### config.mk
export PLATFORM = sky130hd
export DESIGN_NAME = bankers_resource_allocator
export DESIGN_NICKNAME = d
export VERILOG_FILES = /design/src/hw/rtl/bra_pkg.sv /design/src/hw/rtl/bankers_resource_allocator.sv /design/src/hw/rtl/bra_row_unit.sv /design/src/hw/rtl/bra_result_stage.sv
export SDC_FILE = /design/constraint.sdc
export NUM_CORES = 2
export LEC_CHECK = 0
export BUFFER_PORTS_ARGS = -buffer_cell sky130_fd_sc_hd__buf_2
export CELL_PAD_IN_SITES_DETAIL_PLACEMENT = 0
export CELL_PAD_IN_SITES_GLOBAL_PLACEMENT = 2
export CORE_UTILIZATION = 30
export CTS_BUF_LIST = sky130_fd_sc_hd__clkbuf_8
export DETAILED_ROUTE_END_ITERATION = 8
export GPL_TIMING_DRIVEN = 0
export PLACE_DENSITY_LB_ADDON = 0.1
export SLEW_MARGIN = 30
export SYNTH_ARGS = -nofsm -noshare
export SYNTH_HDL_FRONTEND = slang
export SYNTH_SLANG_ARGS = --single-unit
### constraint.sdc
create_clock -name clk -period 17.39 [get_ports clk]
set_input_delay 2.6085 -clock clk [delete_from_list [all_inputs] [get_ports clk]]
set_output_delay 2.6085 -clock clk [all_outputs]
set_load 0.1 [all_outputs]
### src/hw/rtl/bra_pkg.sv
// Shared types, codes and helpers of the resource allocator.
package bra_pkg;

	// Fixed field widths of the command and result transactions
	localparam int PID_W       = 3;
	localparam int AMT_W       = 8;
	localparam int NUM_AMT     = 5;
	localparam int MAX_RESULTS = 33;
	localparam int RES_CNT_W   = 6;

	typedef enum logic [2:0] {
		OP_SET_FREE = 3'd0,
		OP_LOAD_MAX = 3'd1,
		OP_LOAD_HELD = 3'd2,
		OP_CHECK = 3'd3,
		OP_REQUEST = 3'd4,
		OP_RELEASE = 3'd5
	} op_t;

	typedef enum logic [3:0] {
		ST_LOADED = 4'd0,
		ST_SAFE = 4'd1,
		ST_UNSAFE = 4'd2,
		ST_INVALID = 4'd3,
		ST_GRANTED = 4'd4,
		ST_QUEUED = 4'd5,
		ST_QUEUE_FULL = 4'd6,
		ST_RELEASED = 4'd7,
		ST_REL_INVALID = 4'd8,
		ST_FROM_QUEUE = 4'd9,
		ST_UNKNOWN = 4'd10,
		ST_ROLLED_QUEUED = 4'd11
	} status_t;

	typedef struct packed {
		logic [2:0]       operation;
		logic [PID_W-1:0] process_id;
		logic [AMT_W-1:0] amount_0;
		logic [AMT_W-1:0] amount_1;
		logic [AMT_W-1:0] amount_2;
		logic [AMT_W-1:0] amount_3;
		logic [AMT_W-1:0] amount_4;
	} cmd_t;

	typedef struct packed {
		logic [3:0]       status;
		logic [PID_W-1:0] subject_id;
		logic [PID_W-1:0] seq_id;
		logic             seq_valid;
		logic             last;
	} result_t;

	// Lane compare flags of the row unit
	typedef struct packed {
		logic a_le_need;
		logic a_le_held;
		logic a_le_w;
		logic need_le_w;
	} row_flags_t;

	function automatic result_t make_result(status_t st, logic [PID_W-1:0] subj,
			logic [PID_W-1:0] seq, logic v);
		result_t r;
		r.status     = st;
		r.subject_id = subj;
		r.seq_id     = seq;
		r.seq_valid  = v;
		r.last       = 1'b0;
		return r;
	endfunction

endpackage

### src/hw/rtl/bankers_resource_allocator.sv
// Top level: Banker's algorithm allocator with a row-at-a-time sequencer.
//
//  channel   handshake                 payload
//  command   start in, busy out        cmd (cmd_t)
//  result    result_valid out (strobe) result (result_t)
//
// A command is taken when start is high and busy is low. A command without a
// scan is busy through S_EXEC and S_FINISH, and its result leaves the result
// stage when the command ends. A safety check scans one member row per cycle
// through the shared row unit, up to NPROC*(NPROC+1)/2 + NPROC - 1 rows, then
// emits one result per sequence position; a release repeats this for each
// queued request that fits the free resources. Results of one sequence come
// on consecutive cycles, the last result of a command is marked, and the
// receiver cannot hold them off. Reset clears all tables and counts.
module bankers_resource_allocator #(
	parameter int NPROC = 8,
	parameter int NRES = 5,
	parameter int WAIT_DEPTH = 4,
	parameter int UNIT_BITS = 8
) (
	input  logic              clk,
	input  logic              arst_n,
	input  logic              start,
	output logic              busy,
	input  bra_pkg::cmd_t     cmd,
	output logic              result_valid,
	output bra_pkg::result_t  result
);
	import bra_pkg::*;

	localparam int FW  = UNIT_BITS + 2;
	localparam int PIW = $clog2(NPROC);
	localparam int CW  = $clog2(NPROC + 1);
	localparam int WAW = (WAIT_DEPTH > 1) ? $clog2(WAIT_DEPTH) : 1;
	localparam int WCW = $clog2(WAIT_DEPTH + 1);

	typedef logic [NRES-1:0][UNIT_BITS-1:0] row_t;
	typedef logic [NRES-1:0][FW-1:0]        wrow_t;

	typedef enum logic [2:0] {
		S_IDLE, S_EXEC, S_SAFE_INIT, S_SCAN, S_SAFE_DONE, S_SEQ, S_RETRY, S_FINISH
	} state_t;

	typedef enum logic [1:0] {CTX_CHECK, CTX_REQ, CTX_RETRY} ctx_t;

	state_t            state_q;
	state_t            seq_ret_q;
	ctx_t              ctx_q;
	logic [2:0]        op_q;
	logic [PID_W-1:0]  pid_q;
	row_t              amt_q;
	wrow_t             free_q;
	row_t              max_q [NPROC];
	row_t              held_q [NPROC];
	logic [PID_W-1:0]  member_q [NPROC];
	logic [NPROC-1:0]  is_mem_q;
	logic [CW-1:0]     mcount_q;
	logic [PID_W-1:0]  wait_pid_q [WAIT_DEPTH];
	row_t              wait_amt_q [WAIT_DEPTH];
	logic [WCW-1:0]    wcount_q;
	logic [WCW-1:0]    widx_q;
	wrow_t             work_q;
	logic [NPROC-1:0]  fin_q;
	logic [PID_W-1:0]  seq_q [NPROC];
	logic [CW-1:0]     slen_q;
	logic [PIW-1:0]    j_q;
	logic [PIW-1:0]    k_q;
	logic              safe_q;
	logic [PID_W-1:0]  gpid_q;
	row_t              gamt_q;
	status_t           emit_st_q;
	logic [PID_W-1:0]  emit_subj_q;
	logic              push_q;
	result_t           pres_q;
	logic              flush_q;

	row_t              a_in;
	logic [AMT_W-1:0]  amt8 [NUM_AMT];
	logic [PIW-1:0]    row_idx;
	logic [PIW-1:0]    pidx;
	row_t              a_sel;
	wrow_t             w_sel;
	row_flags_t        flags;
	wrow_t             w_plus_held;
	wrow_t             w_plus_a;
	wrow_t             w_minus_a;
	row_t              held_plus_a;
	row_t              held_minus_a;
	logic [WAW-1:0]    widx;

	assign busy = (state_q != S_IDLE);
	assign pidx = PIW'(pid_q);
	assign widx = widx_q[WAW-1:0];

	// Mask the command amounts to the unit width
	always_comb begin
		amt8[0] = cmd.amount_0;
		amt8[1] = cmd.amount_1;
		amt8[2] = cmd.amount_2;
		amt8[3] = cmd.amount_3;
		amt8[4] = cmd.amount_4;
		for (int r = 0; r < NRES; r++) begin
			a_in[r] = UNIT_BITS'(amt8[r]);
		end
	end

	// Steer the shared row unit by sequencer state
	always_comb begin
		unique case (state_q)
			S_SCAN: begin
				row_idx = PIW'(member_q[j_q]);
				a_sel   = amt_q;
				w_sel   = work_q;
			end
			S_RETRY: begin
				row_idx = PIW'(wait_pid_q[widx]);
				a_sel   = wait_amt_q[widx];
				w_sel   = free_q;
			end
			S_SAFE_DONE: begin
				row_idx = PIW'(gpid_q);
				a_sel   = gamt_q;
				w_sel   = free_q;
			end
			default: begin
				row_idx = pidx;
				a_sel   = amt_q;
				w_sel   = free_q;
			end
		endcase
	end

	bra_row_unit #(.NRES(NRES), .UNIT_BITS(UNIT_BITS)) u_row (
		.max_row      (max_q[row_idx]),
		.held_row     (held_q[row_idx]),
		.a_row        (a_sel),
		.w_row        (w_sel),
		.flags        (flags),
		.w_plus_held  (w_plus_held),
		.w_plus_a     (w_plus_a),
		.w_minus_a    (w_minus_a),
		.held_plus_a  (held_plus_a),
		.held_minus_a (held_minus_a)
	);

	bra_result_stage u_stage (
		.clk      (clk),
		.arst_n   (arst_n),
		.push     (push_q),
		.push_res (pres_q),
		.flush    (flush_q),
		.valid    (result_valid),
		.res      (result)
	);

	// Sequencer: decode, safety scan, sequence emission, queue retry
	always_ff @(posedge clk or negedge arst_n) begin
		if (!arst_n) begin
			state_q     <= S_IDLE;
			seq_ret_q   <= S_FINISH;
			ctx_q       <= CTX_CHECK;
			op_q        <= '0;
			pid_q       <= '0;
			amt_q       <= '0;
			free_q      <= '0;
			max_q       <= '{default: '0};
			held_q      <= '{default: '0};
			member_q    <= '{default: '0};
			is_mem_q    <= '0;
			mcount_q    <= '0;
			wait_pid_q  <= '{default: '0};
			wait_amt_q  <= '{default: '0};
			wcount_q    <= '0;
			widx_q      <= '0;
			work_q      <= '0;
			fin_q       <= '0;
			seq_q       <= '{default: '0};
			slen_q      <= '0;
			j_q         <= '0;
			k_q         <= '0;
			safe_q      <= 1'b0;
			gpid_q      <= '0;
			gamt_q      <= '0;
			emit_st_q   <= ST_LOADED;
			emit_subj_q <= '0;
			push_q      <= 1'b0;
			pres_q      <= '0;
			flush_q     <= 1'b0;
		end else begin
			push_q  <= 1'b0;
			flush_q <= 1'b0;
			unique case (state_q)
				S_IDLE: begin
					if (start) begin
						op_q    <= cmd.operation;
						pid_q   <= cmd.process_id;
						amt_q   <= a_in;
						state_q <= S_EXEC;
					end
				end
				S_EXEC: begin
					state_q <= S_FINISH;
					if (op_q == OP_SET_FREE) begin
						for (int r = 0; r < NRES; r++) free_q[r] <= FW'(amt_q[r]);
						push_q <= 1'b1;
						pres_q <= make_result(ST_LOADED, '0, '0, 1'b0);
					end else if (op_q == OP_CHECK) begin
						ctx_q   <= CTX_CHECK;
						state_q <= S_SAFE_INIT;
					end else if (op_q == OP_LOAD_MAX || op_q == OP_LOAD_HELD
							|| op_q == OP_REQUEST || op_q == OP_RELEASE) begin
						push_q <= 1'b1;
						if (int'(pid_q) >= NPROC) begin
							pres_q <= make_result(ST_UNKNOWN, pid_q, '0, 1'b0);
						end else if (op_q == OP_LOAD_MAX) begin
							max_q[pidx] <= amt_q;
							if (!is_mem_q[pidx]) begin
								is_mem_q[pidx] <= 1'b1;
								member_q[mcount_q[PIW-1:0]] <= pid_q;
								mcount_q <= mcount_q + CW'(1);
							end
							pres_q <= make_result(ST_LOADED, pid_q, '0, 1'b0);
						end else if (op_q == OP_LOAD_HELD) begin
							held_q[pidx] <= amt_q;
							pres_q <= make_result(ST_LOADED, pid_q, '0, 1'b0);
						end else if (!is_mem_q[pidx]) begin
							pres_q <= make_result(ST_UNKNOWN, pid_q, '0, 1'b0);
						end else if (op_q == OP_REQUEST) begin
							if (!flags.a_le_need) begin
								pres_q <= make_result(ST_INVALID, pid_q, '0, 1'b0);
							end else if (!flags.a_le_w) begin
								if (int'(wcount_q) < WAIT_DEPTH) begin
									wait_pid_q[wcount_q[WAW-1:0]] <= pid_q;
									wait_amt_q[wcount_q[WAW-1:0]] <= amt_q;
									wcount_q <= wcount_q + WCW'(1);
									pres_q <= make_result(ST_QUEUED, pid_q, '0, 1'b0);
								end else begin
									pres_q <= make_result(ST_QUEUE_FULL, pid_q, '0, 1'b0);
								end
							end else begin
								// tentatively grant, then prove safety
								push_q       <= 1'b0;
								free_q       <= w_minus_a;
								held_q[pidx] <= held_plus_a;
								gpid_q       <= pid_q;
								gamt_q       <= amt_q;
								ctx_q        <= CTX_REQ;
								state_q      <= S_SAFE_INIT;
							end
						end else begin
							if (!flags.a_le_held) begin
								pres_q <= make_result(ST_REL_INVALID, pid_q, '0, 1'b0);
							end else begin
								free_q       <= w_plus_a;
								held_q[pidx] <= held_minus_a;
								pres_q  <= make_result(ST_RELEASED, pid_q, '0, 1'b0);
								widx_q  <= '0;
								state_q <= S_RETRY;
							end
						end
					end
				end
				S_SAFE_INIT: begin
					work_q <= free_q;
					fin_q  <= '0;
					slen_q <= '0;
					j_q    <= '0;
					if (mcount_q == '0) begin
						safe_q  <= 1'b1;
						state_q <= S_SAFE_DONE;
					end else begin
						state_q <= S_SCAN;
					end
				end
				S_SCAN: begin
					// first unfinished member that fits finishes; rescan from the top
					if (!fin_q[j_q] && flags.need_le_w) begin
						fin_q[j_q]               <= 1'b1;
						seq_q[slen_q[PIW-1:0]]   <= member_q[j_q];
						slen_q                   <= slen_q + CW'(1);
						work_q                   <= w_plus_held;
						j_q                      <= '0;
						if ((slen_q + CW'(1)) == mcount_q) begin
							safe_q  <= 1'b1;
							state_q <= S_SAFE_DONE;
						end
					end else if ((CW'(j_q) + CW'(1)) == mcount_q) begin
						safe_q  <= 1'b0;
						state_q <= S_SAFE_DONE;
					end else begin
						j_q <= j_q + PIW'(1);
					end
				end
				S_SAFE_DONE: begin
					k_q <= '0;
					unique case (ctx_q)
						CTX_CHECK: begin
							if (safe_q) begin
								emit_st_q   <= ST_SAFE;
								emit_subj_q <= '0;
								seq_ret_q   <= S_FINISH;
								state_q     <= S_SEQ;
							end else begin
								push_q  <= 1'b1;
								pres_q  <= make_result(ST_UNSAFE, '0, '0, 1'b0);
								state_q <= S_FINISH;
							end
						end
						CTX_REQ: begin
							if (safe_q) begin
								emit_st_q   <= ST_GRANTED;
								emit_subj_q <= gpid_q;
								seq_ret_q   <= S_FINISH;
								state_q     <= S_SEQ;
							end else begin
								// roll back and queue the request if the wait queue has room
								free_q          <= w_plus_a;
								held_q[row_idx] <= held_minus_a;
								push_q          <= 1'b1;
								state_q         <= S_FINISH;
								if (int'(wcount_q) < WAIT_DEPTH) begin
									wait_pid_q[wcount_q[WAW-1:0]] <= gpid_q;
									wait_amt_q[wcount_q[WAW-1:0]] <= gamt_q;
									wcount_q <= wcount_q + WCW'(1);
									pres_q <= make_result(ST_ROLLED_QUEUED, gpid_q, '0, 1'b0);
								end else begin
									pres_q <= make_result(ST_QUEUE_FULL, gpid_q, '0, 1'b0);
								end
							end
						end
						default: begin
							if (safe_q) begin
								emit_st_q   <= ST_FROM_QUEUE;
								emit_subj_q <= gpid_q;
								seq_ret_q   <= S_RETRY;
								state_q     <= S_SEQ;
								for (int k = 0; k < WAIT_DEPTH - 1; k++) begin
									if (WCW'(k) >= widx_q) begin
										wait_pid_q[k] <= wait_pid_q[k+1];
										wait_amt_q[k] <= wait_amt_q[k+1];
									end
								end
								wcount_q <= wcount_q - WCW'(1);
							end else begin
								free_q          <= w_plus_a;
								held_q[row_idx] <= held_minus_a;
								widx_q          <= widx_q + WCW'(1);
								state_q         <= S_RETRY;
							end
						end
					endcase
				end
				S_SEQ: begin
					push_q <= 1'b1;
					if (slen_q == '0) begin
						pres_q  <= make_result(emit_st_q, emit_subj_q, '0, 1'b0);
						state_q <= seq_ret_q;
					end else begin
						pres_q <= make_result(emit_st_q, emit_subj_q, seq_q[k_q], 1'b1);
						k_q    <= k_q + PIW'(1);
						if ((CW'(k_q) + CW'(1)) == slen_q) state_q <= seq_ret_q;
					end
				end
				S_RETRY: begin
					if (widx_q >= wcount_q) begin
						state_q <= S_FINISH;
					end else if (!flags.a_le_need) begin
						// drop an entry that no longer fits its need
						push_q <= 1'b1;
						pres_q <= make_result(ST_INVALID, wait_pid_q[widx], '0, 1'b0);
						for (int k = 0; k < WAIT_DEPTH - 1; k++) begin
							if (WCW'(k) >= widx_q) begin
								wait_pid_q[k] <= wait_pid_q[k+1];
								wait_amt_q[k] <= wait_amt_q[k+1];
							end
						end
						wcount_q <= wcount_q - WCW'(1);
					end else if (flags.a_le_w) begin
						free_q          <= w_minus_a;
						held_q[row_idx] <= held_plus_a;
						gpid_q          <= wait_pid_q[widx];
						gamt_q          <= wait_amt_q[widx];
						ctx_q           <= CTX_RETRY;
						state_q         <= S_SAFE_INIT;
					end else begin
						widx_q <= widx_q + WCW'(1);
					end
				end
				default: begin
					flush_q <= 1'b1;
					state_q <= S_IDLE;
				end
			endcase
		end
	end

	// Checks
	a_wait_bound: assert property (@(posedge clk) disable iff (!arst_n)
		int'(wcount_q) <= WAIT_DEPTH)
		else $error("wait queue count beyond depth");

	a_seq_status: assert property (@(posedge clk) disable iff (!arst_n)
		(result_valid && result.seq_valid) |-> (result.status == ST_SAFE
			|| result.status == ST_GRANTED || result.status == ST_FROM_QUEUE))
		else $error("sequence entry on a status without a sequence");

	a_take_busy: assert property (@(posedge clk) disable iff (!arst_n)
		(start && !busy) |=> busy)
		else $error("command taken without going busy");

	a_seq_len: assert property (@(posedge clk) disable iff (!arst_n)
		(state_q == S_SCAN) |-> (slen_q < mcount_q))
		else $error("safe sequence longer than membership");

endmodule

### src/hw/rtl/bra_row_unit.sv
// Shared row unit: need, lane compares, saturating work-row adds and plain row add/subtract.
module bra_row_unit #(
	parameter int NRES = 5,
	parameter int UNIT_BITS = 8
) (
	input  logic [NRES-1:0][UNIT_BITS-1:0]   max_row,
	input  logic [NRES-1:0][UNIT_BITS-1:0]   held_row,
	input  logic [NRES-1:0][UNIT_BITS-1:0]   a_row,
	input  logic [NRES-1:0][UNIT_BITS+1:0]   w_row,
	output bra_pkg::row_flags_t              flags,
	output logic [NRES-1:0][UNIT_BITS+1:0]   w_plus_held,
	output logic [NRES-1:0][UNIT_BITS+1:0]   w_plus_a,
	output logic [NRES-1:0][UNIT_BITS+1:0]   w_minus_a,
	output logic [NRES-1:0][UNIT_BITS-1:0]   held_plus_a,
	output logic [NRES-1:0][UNIT_BITS-1:0]   held_minus_a
);
	import bra_pkg::*;

	localparam int FW = UNIT_BITS + 2;

	logic [UNIT_BITS-1:0] need [NRES];
	logic [FW:0]          sum_h [NRES];
	logic [FW:0]          sum_a [NRES];

	// Evaluate every resource lane side by side
	always_comb begin
		flags = '{default: 1'b1};
		for (int r = 0; r < NRES; r++) begin
			need[r] = (held_row[r] > max_row[r]) ? '0 : max_row[r] - held_row[r];
			if (a_row[r] > need[r]) flags.a_le_need = 1'b0;
			if (a_row[r] > held_row[r]) flags.a_le_held = 1'b0;
			if (FW'(a_row[r]) > w_row[r]) flags.a_le_w = 1'b0;
			if (FW'(need[r]) > w_row[r]) flags.need_le_w = 1'b0;
			sum_h[r] = {1'b0, w_row[r]} + (FW+1)'(held_row[r]);
			sum_a[r] = {1'b0, w_row[r]} + (FW+1)'(a_row[r]);
			w_plus_held[r] = sum_h[r][FW] ? {FW{1'b1}} : sum_h[r][FW-1:0];
			w_plus_a[r] = sum_a[r][FW] ? {FW{1'b1}} : sum_a[r][FW-1:0];
			w_minus_a[r] = w_row[r] - FW'(a_row[r]);
			held_plus_a[r] = held_row[r] + a_row[r];
			held_minus_a[r] = held_row[r] - a_row[r];
		end
	end

endmodule

### src/hw/rtl/bra_result_stage.sv
// Result staging: holds one result back to mark the last one of a command.
module bra_result_stage (
	input  logic              clk,
	input  logic              arst_n,
	input  logic              push,
	input  bra_pkg::result_t  push_res,
	input  logic              flush,
	output logic              valid,
	output bra_pkg::result_t  res
);
	import bra_pkg::*;

	logic                 pend_v_q;
	result_t              pend_q;
	logic [RES_CNT_W-1:0] cnt_q;
	result_t              pend_end;
	result_t              pend_mid;

	// Mark the held result as the final one of its command or not
	always_comb begin
		pend_end      = pend_q;
		pend_end.last = 1'b1;
		pend_mid      = pend_q;
		pend_mid.last = 1'b0;
	end

	// Forward the held result when a newer one arrives or the command ends
	always_ff @(posedge clk or negedge arst_n) begin
		if (!arst_n) begin
			pend_v_q <= 1'b0;
			pend_q   <= '0;
			cnt_q    <= '0;
			valid    <= 1'b0;
			res      <= '0;
		end else begin
			valid <= 1'b0;
			if (flush) begin
				if (pend_v_q) begin
					valid <= 1'b1;
					res   <= pend_end;
				end
				pend_v_q <= 1'b0;
				cnt_q    <= '0;
			end else if (push && (int'(cnt_q) < MAX_RESULTS)) begin
				if (pend_v_q) begin
					valid <= 1'b1;
					res   <= pend_mid;
				end
				pend_q   <= push_res;
				pend_v_q <= 1'b1;
				cnt_q    <= cnt_q + RES_CNT_W'(1);
			end
		end
	end

endmodule
==> results.md <==
- Outcome: finished clean
- Pre-antenna DRT Iters: 8
- Overflow after GRT: 0
- Chip width: 488.7 um
- Resized cells post-CTS: 0
- Critical Path Fanout Max: 10
- F_max: ~76 MHz
- Synth Cell Area: approximately 0.071 mm^2
- Post-synth top area share: 0.4018
- Die area: 0.2388 mm^2
- Chip height: approximately 490 um
- Area grow syn2layout: 15.86%
- Vias/cell: just over 6
- M1 wire length: 186400 um
- GP Congestion: just under 1
- Post-CTS Hold Buffers: 0
- Fin nets: about 8000
- Register area share after synthesis: 0.4021
- Post-DP HPWL: 315400 um
- CTS buffer count: 219
- Final Max Tran Viols: 0
- Initial drt markers: 8186
- Crit path capture type: register
- Root buffer cell: clkbuf_8
- Minimum clock period: ~13 ns
- Syn_area_per_cell: slightly below 10 um^2
- Core outline area: 0.2354 mm^2
- Crit path max-delay cell type: nor2_2
- HP Start: u_stage.pend_end[2]
- Total number of vias: approximately 67000
- Synth Flop Type: dfrtp_1
- Flops & latches, synth: about 1100
- R2r startpoint: state_q[0]
- Leading area contributor after synthesis: dfrtp_1
- Crit-path max cell delay: ~0.86 ns
- Worst slew pin tran: 1.176 ns
- Synth warnings: 0
- Rel. slew slack: 0.2163
- Setup-failing EPs final: 0
- Netlist cell types: between 90 and 100
- First-pass GRT wire length: 555700 um
- Post-Synthesis Cells: slightly above 7000
- Number of synthesized flops with an enable pin: 0
- Setup Fix Bufs, Post-CTS: 0
- Worst EP arrival: roughly 14 ns
- Clock slew at reported path FFs: 0.07 ns
- H-tree Lvls: 4
- Clk sink count: roughly 1100
- Antenna violations before repair: between 40 and 50
- Metal3 WL: 32070 um
- Synth Net Count: between 7000 and 8000
- DR WL/cell: about 37 um
- Final period util: 0.7578
- Post-synth ARST share: 1.000
- Largest net degree at the start of global routing: 112
- Antenna viol nets, final: 0
- Num rows: ~180
- Met2 wire length: approximately 170000 um
- Layout cells sized above 1: 0.1846
- Setup Crit Path Kind: reg -> reg
- CTS tree: built
- WL final: 411100 um
- # DRC: 0
- Initial Util: 0.3019
- RSZ-0062 raised after global routing: false
- Io pins: 63
- CP startpoint: state_q[0]
- Critical path startpoint category: register
- WP data required: between 15 and 20 ns
- Cell mode on critical path: buf_2
- Hold WC Path Type: reg -> reg
- Endpoints failing hold: 0
- Top Metal Used: met5
- Setup_tns: 0 ns
- Max_cap viols: 0
- Worst-Skew Late Latency: approximately 1.1 ns
- CTS Buffer Depth: 3
- Number of fill cells: ~24000
- Largest cells by area after synthesis: dfrtp_1, mux2_2, ha_1, nand2_1, o22ai_1
- Total track usage: 0.3382
- Port buffer count: 62
- Vias in the first global route: 64010
- Worst Skew: approximately 0.11 ns
cells in the mapped netlist, drive strengths merged (65+ instances only):
cell,instances
a21o,65
o22ai,378
a22oi,209
inv,245
a21oi,296
mux2,527
nand3,93
nand2,703
o2bb2ai,235
xnor2,118
dfrtp,1141
mux2i,168
nor2b,74
o22a,70
a22o,238
o221ai,88
ha,341
nor3,92
buf,201
clkbuf,384
o21ai,434
nor2,384
through the flow:
stage | utilization | instances | area (um^2) | hold slack [ns] | worst slack (ns)
floorplan | - | 7254 | 71070 | 0.4348 | 10.31
global placement | 0.3200 | 10470 | 75320 | 0.4526 | -14.41
detailed placement | 0.3292 | 10550 | 77500 | 0.4591 | 4.689
CTS | 0.3496 | 10960 | 82290 | 0.4746 | 4.661
global route | 0.3496 | 10960 | 82310 | 0.4857 | 4.352
finish | 0.3498 | 10970 | 82340 | 0.4669 | 4.213
layout by cell type (no fill, tap or decap), drive strengths merged, types with 40 or more instances in the layout:
cell | synthesis | routed
a22oi | 209 | 209
o21ai | 434 | 434
a32oi | 47 | 47
nand3 | 93 | 93
and2 | 49 | 49
a21oi | 296 | 296
nor2 | 384 | 384
o22a | 70 | 70
mux4 | 51 | 51
nor3 | 92 | 92
nor2b | 74 | 74
o21bai | 40 | 40
ha | 341 | 341
a221oi | 41 | 41
xor2 | 50 | 50
inv | 245 | 326
nand2b | 48 | 48
o2bb2ai | 235 | 235
buf | 201 | 348
o221ai | 88 | 88
o22ai | 378 | 378
mux2 | 527 | 527
mux2i | 168 | 168
xnor2 | 118 | 118
dfrtp | 1141 | 1141
a22o | 238 | 238
a21o | 65 | 65
nand2 | 703 | 703
clkbuf | 384 | 679
per-layer routing:
| metal | GRT usage | up-vias |
|---|---|---|
| li1 | - | 27920 |
| met1 | 0.4827 | 34810 |
| met2 | 0.4923 | 3264 |
| met3 | 0.06668 | 723 |
| met4 | 0.1441 | 26 |
| met5 | 0 | - |
flip-flops by register name, summed over array words and instances, names as in the netlist, 4 cells and up:
register / cells
pres_q: 11
amt_q: 40
is_mem_q: 8
member_q: 24
held_q: 320
fin_q: 8
work_q: 50
seq_q: 24
slen_q: 4
mcount_q: 4
gamt_q: 40
free_q: 50
u_stage.cnt_q: 6
max_q: 320
wait_pid_q: 12
u_stage.res: 12
u_stage.pend_end: 11
wait_amt_q: 160
cell families (layout without fill, tap and decap cells):
| group | after synthesis | in the layout | share of synthesized area |
|---|---|---|---|
| muxes | 746 | 746 | 0.1235 |
| and+or+nand+nor | 1581 | 1581 | 0.09931 |
| adders and majority gates | 371 | 371 | 0.06849 |
| other | 0 | 14 | 0 |
| AOI/OAI and AO/OA | 2415 | 2415 | 0.2395 |
| DFF | 1142 | 1142 | 0.4021 |
| xor gates and xnor gates | 168 | 168 | 0.02070 |
| buffers and inverters | 831 | 1383 | 0.04629 |
critical path: cells and delay by family (launching register included):
| kind | cells | cell delay [ns] |
|---|---|---|
| simple gates | 10 | 4.22 |
| flops | 1 | 0.37 |
| xor+xnor | 1 | 0.35 |
| buf+inv | 7 | 3.14 |
| fa+ha+maj | 2 | 0.68 |
| compound gates | 15 | 4.23 |
layout make-up:
class,instances,area [um^2],share of cell area
Clock inverter,110,753.2,0.009148
Clock buffer,293,4033,0.04897
Tap cell,3150,3941,0.04787
Sequential cell,1142,28580,0.3472
Antenna cell,14,35.03,0.0004255
Inverter,246,923.4,0.01121
Timing Repair Buffer,149,1715,0.02083
Multi-Input combinational cell,5281,39870,0.4842
Buffer,585,2490,0.03024
final timing paths:
| check | end | slack [ns] | cells past startpoint |
|---|---|---|---|
| max reg2reg | wait_amt_q[51] | 4.21 | 35 |
| min in group asynchronous | free_q[16] | 1.41 | 1 |
| max in group asynchronous | held_q[310] | 13.28 | 6 |
| max | wait_amt_q[51] | 4.21 | 35 |
| min reg2reg | u_stage.res[2] | 0.47 | 2 |
| min | u_stage.res[2] | 0.47 | 2 |
Power is left out: the tool's default activity adds up to more than one toggle a clock period on the data nets, which glitch-free logic cannot reach.
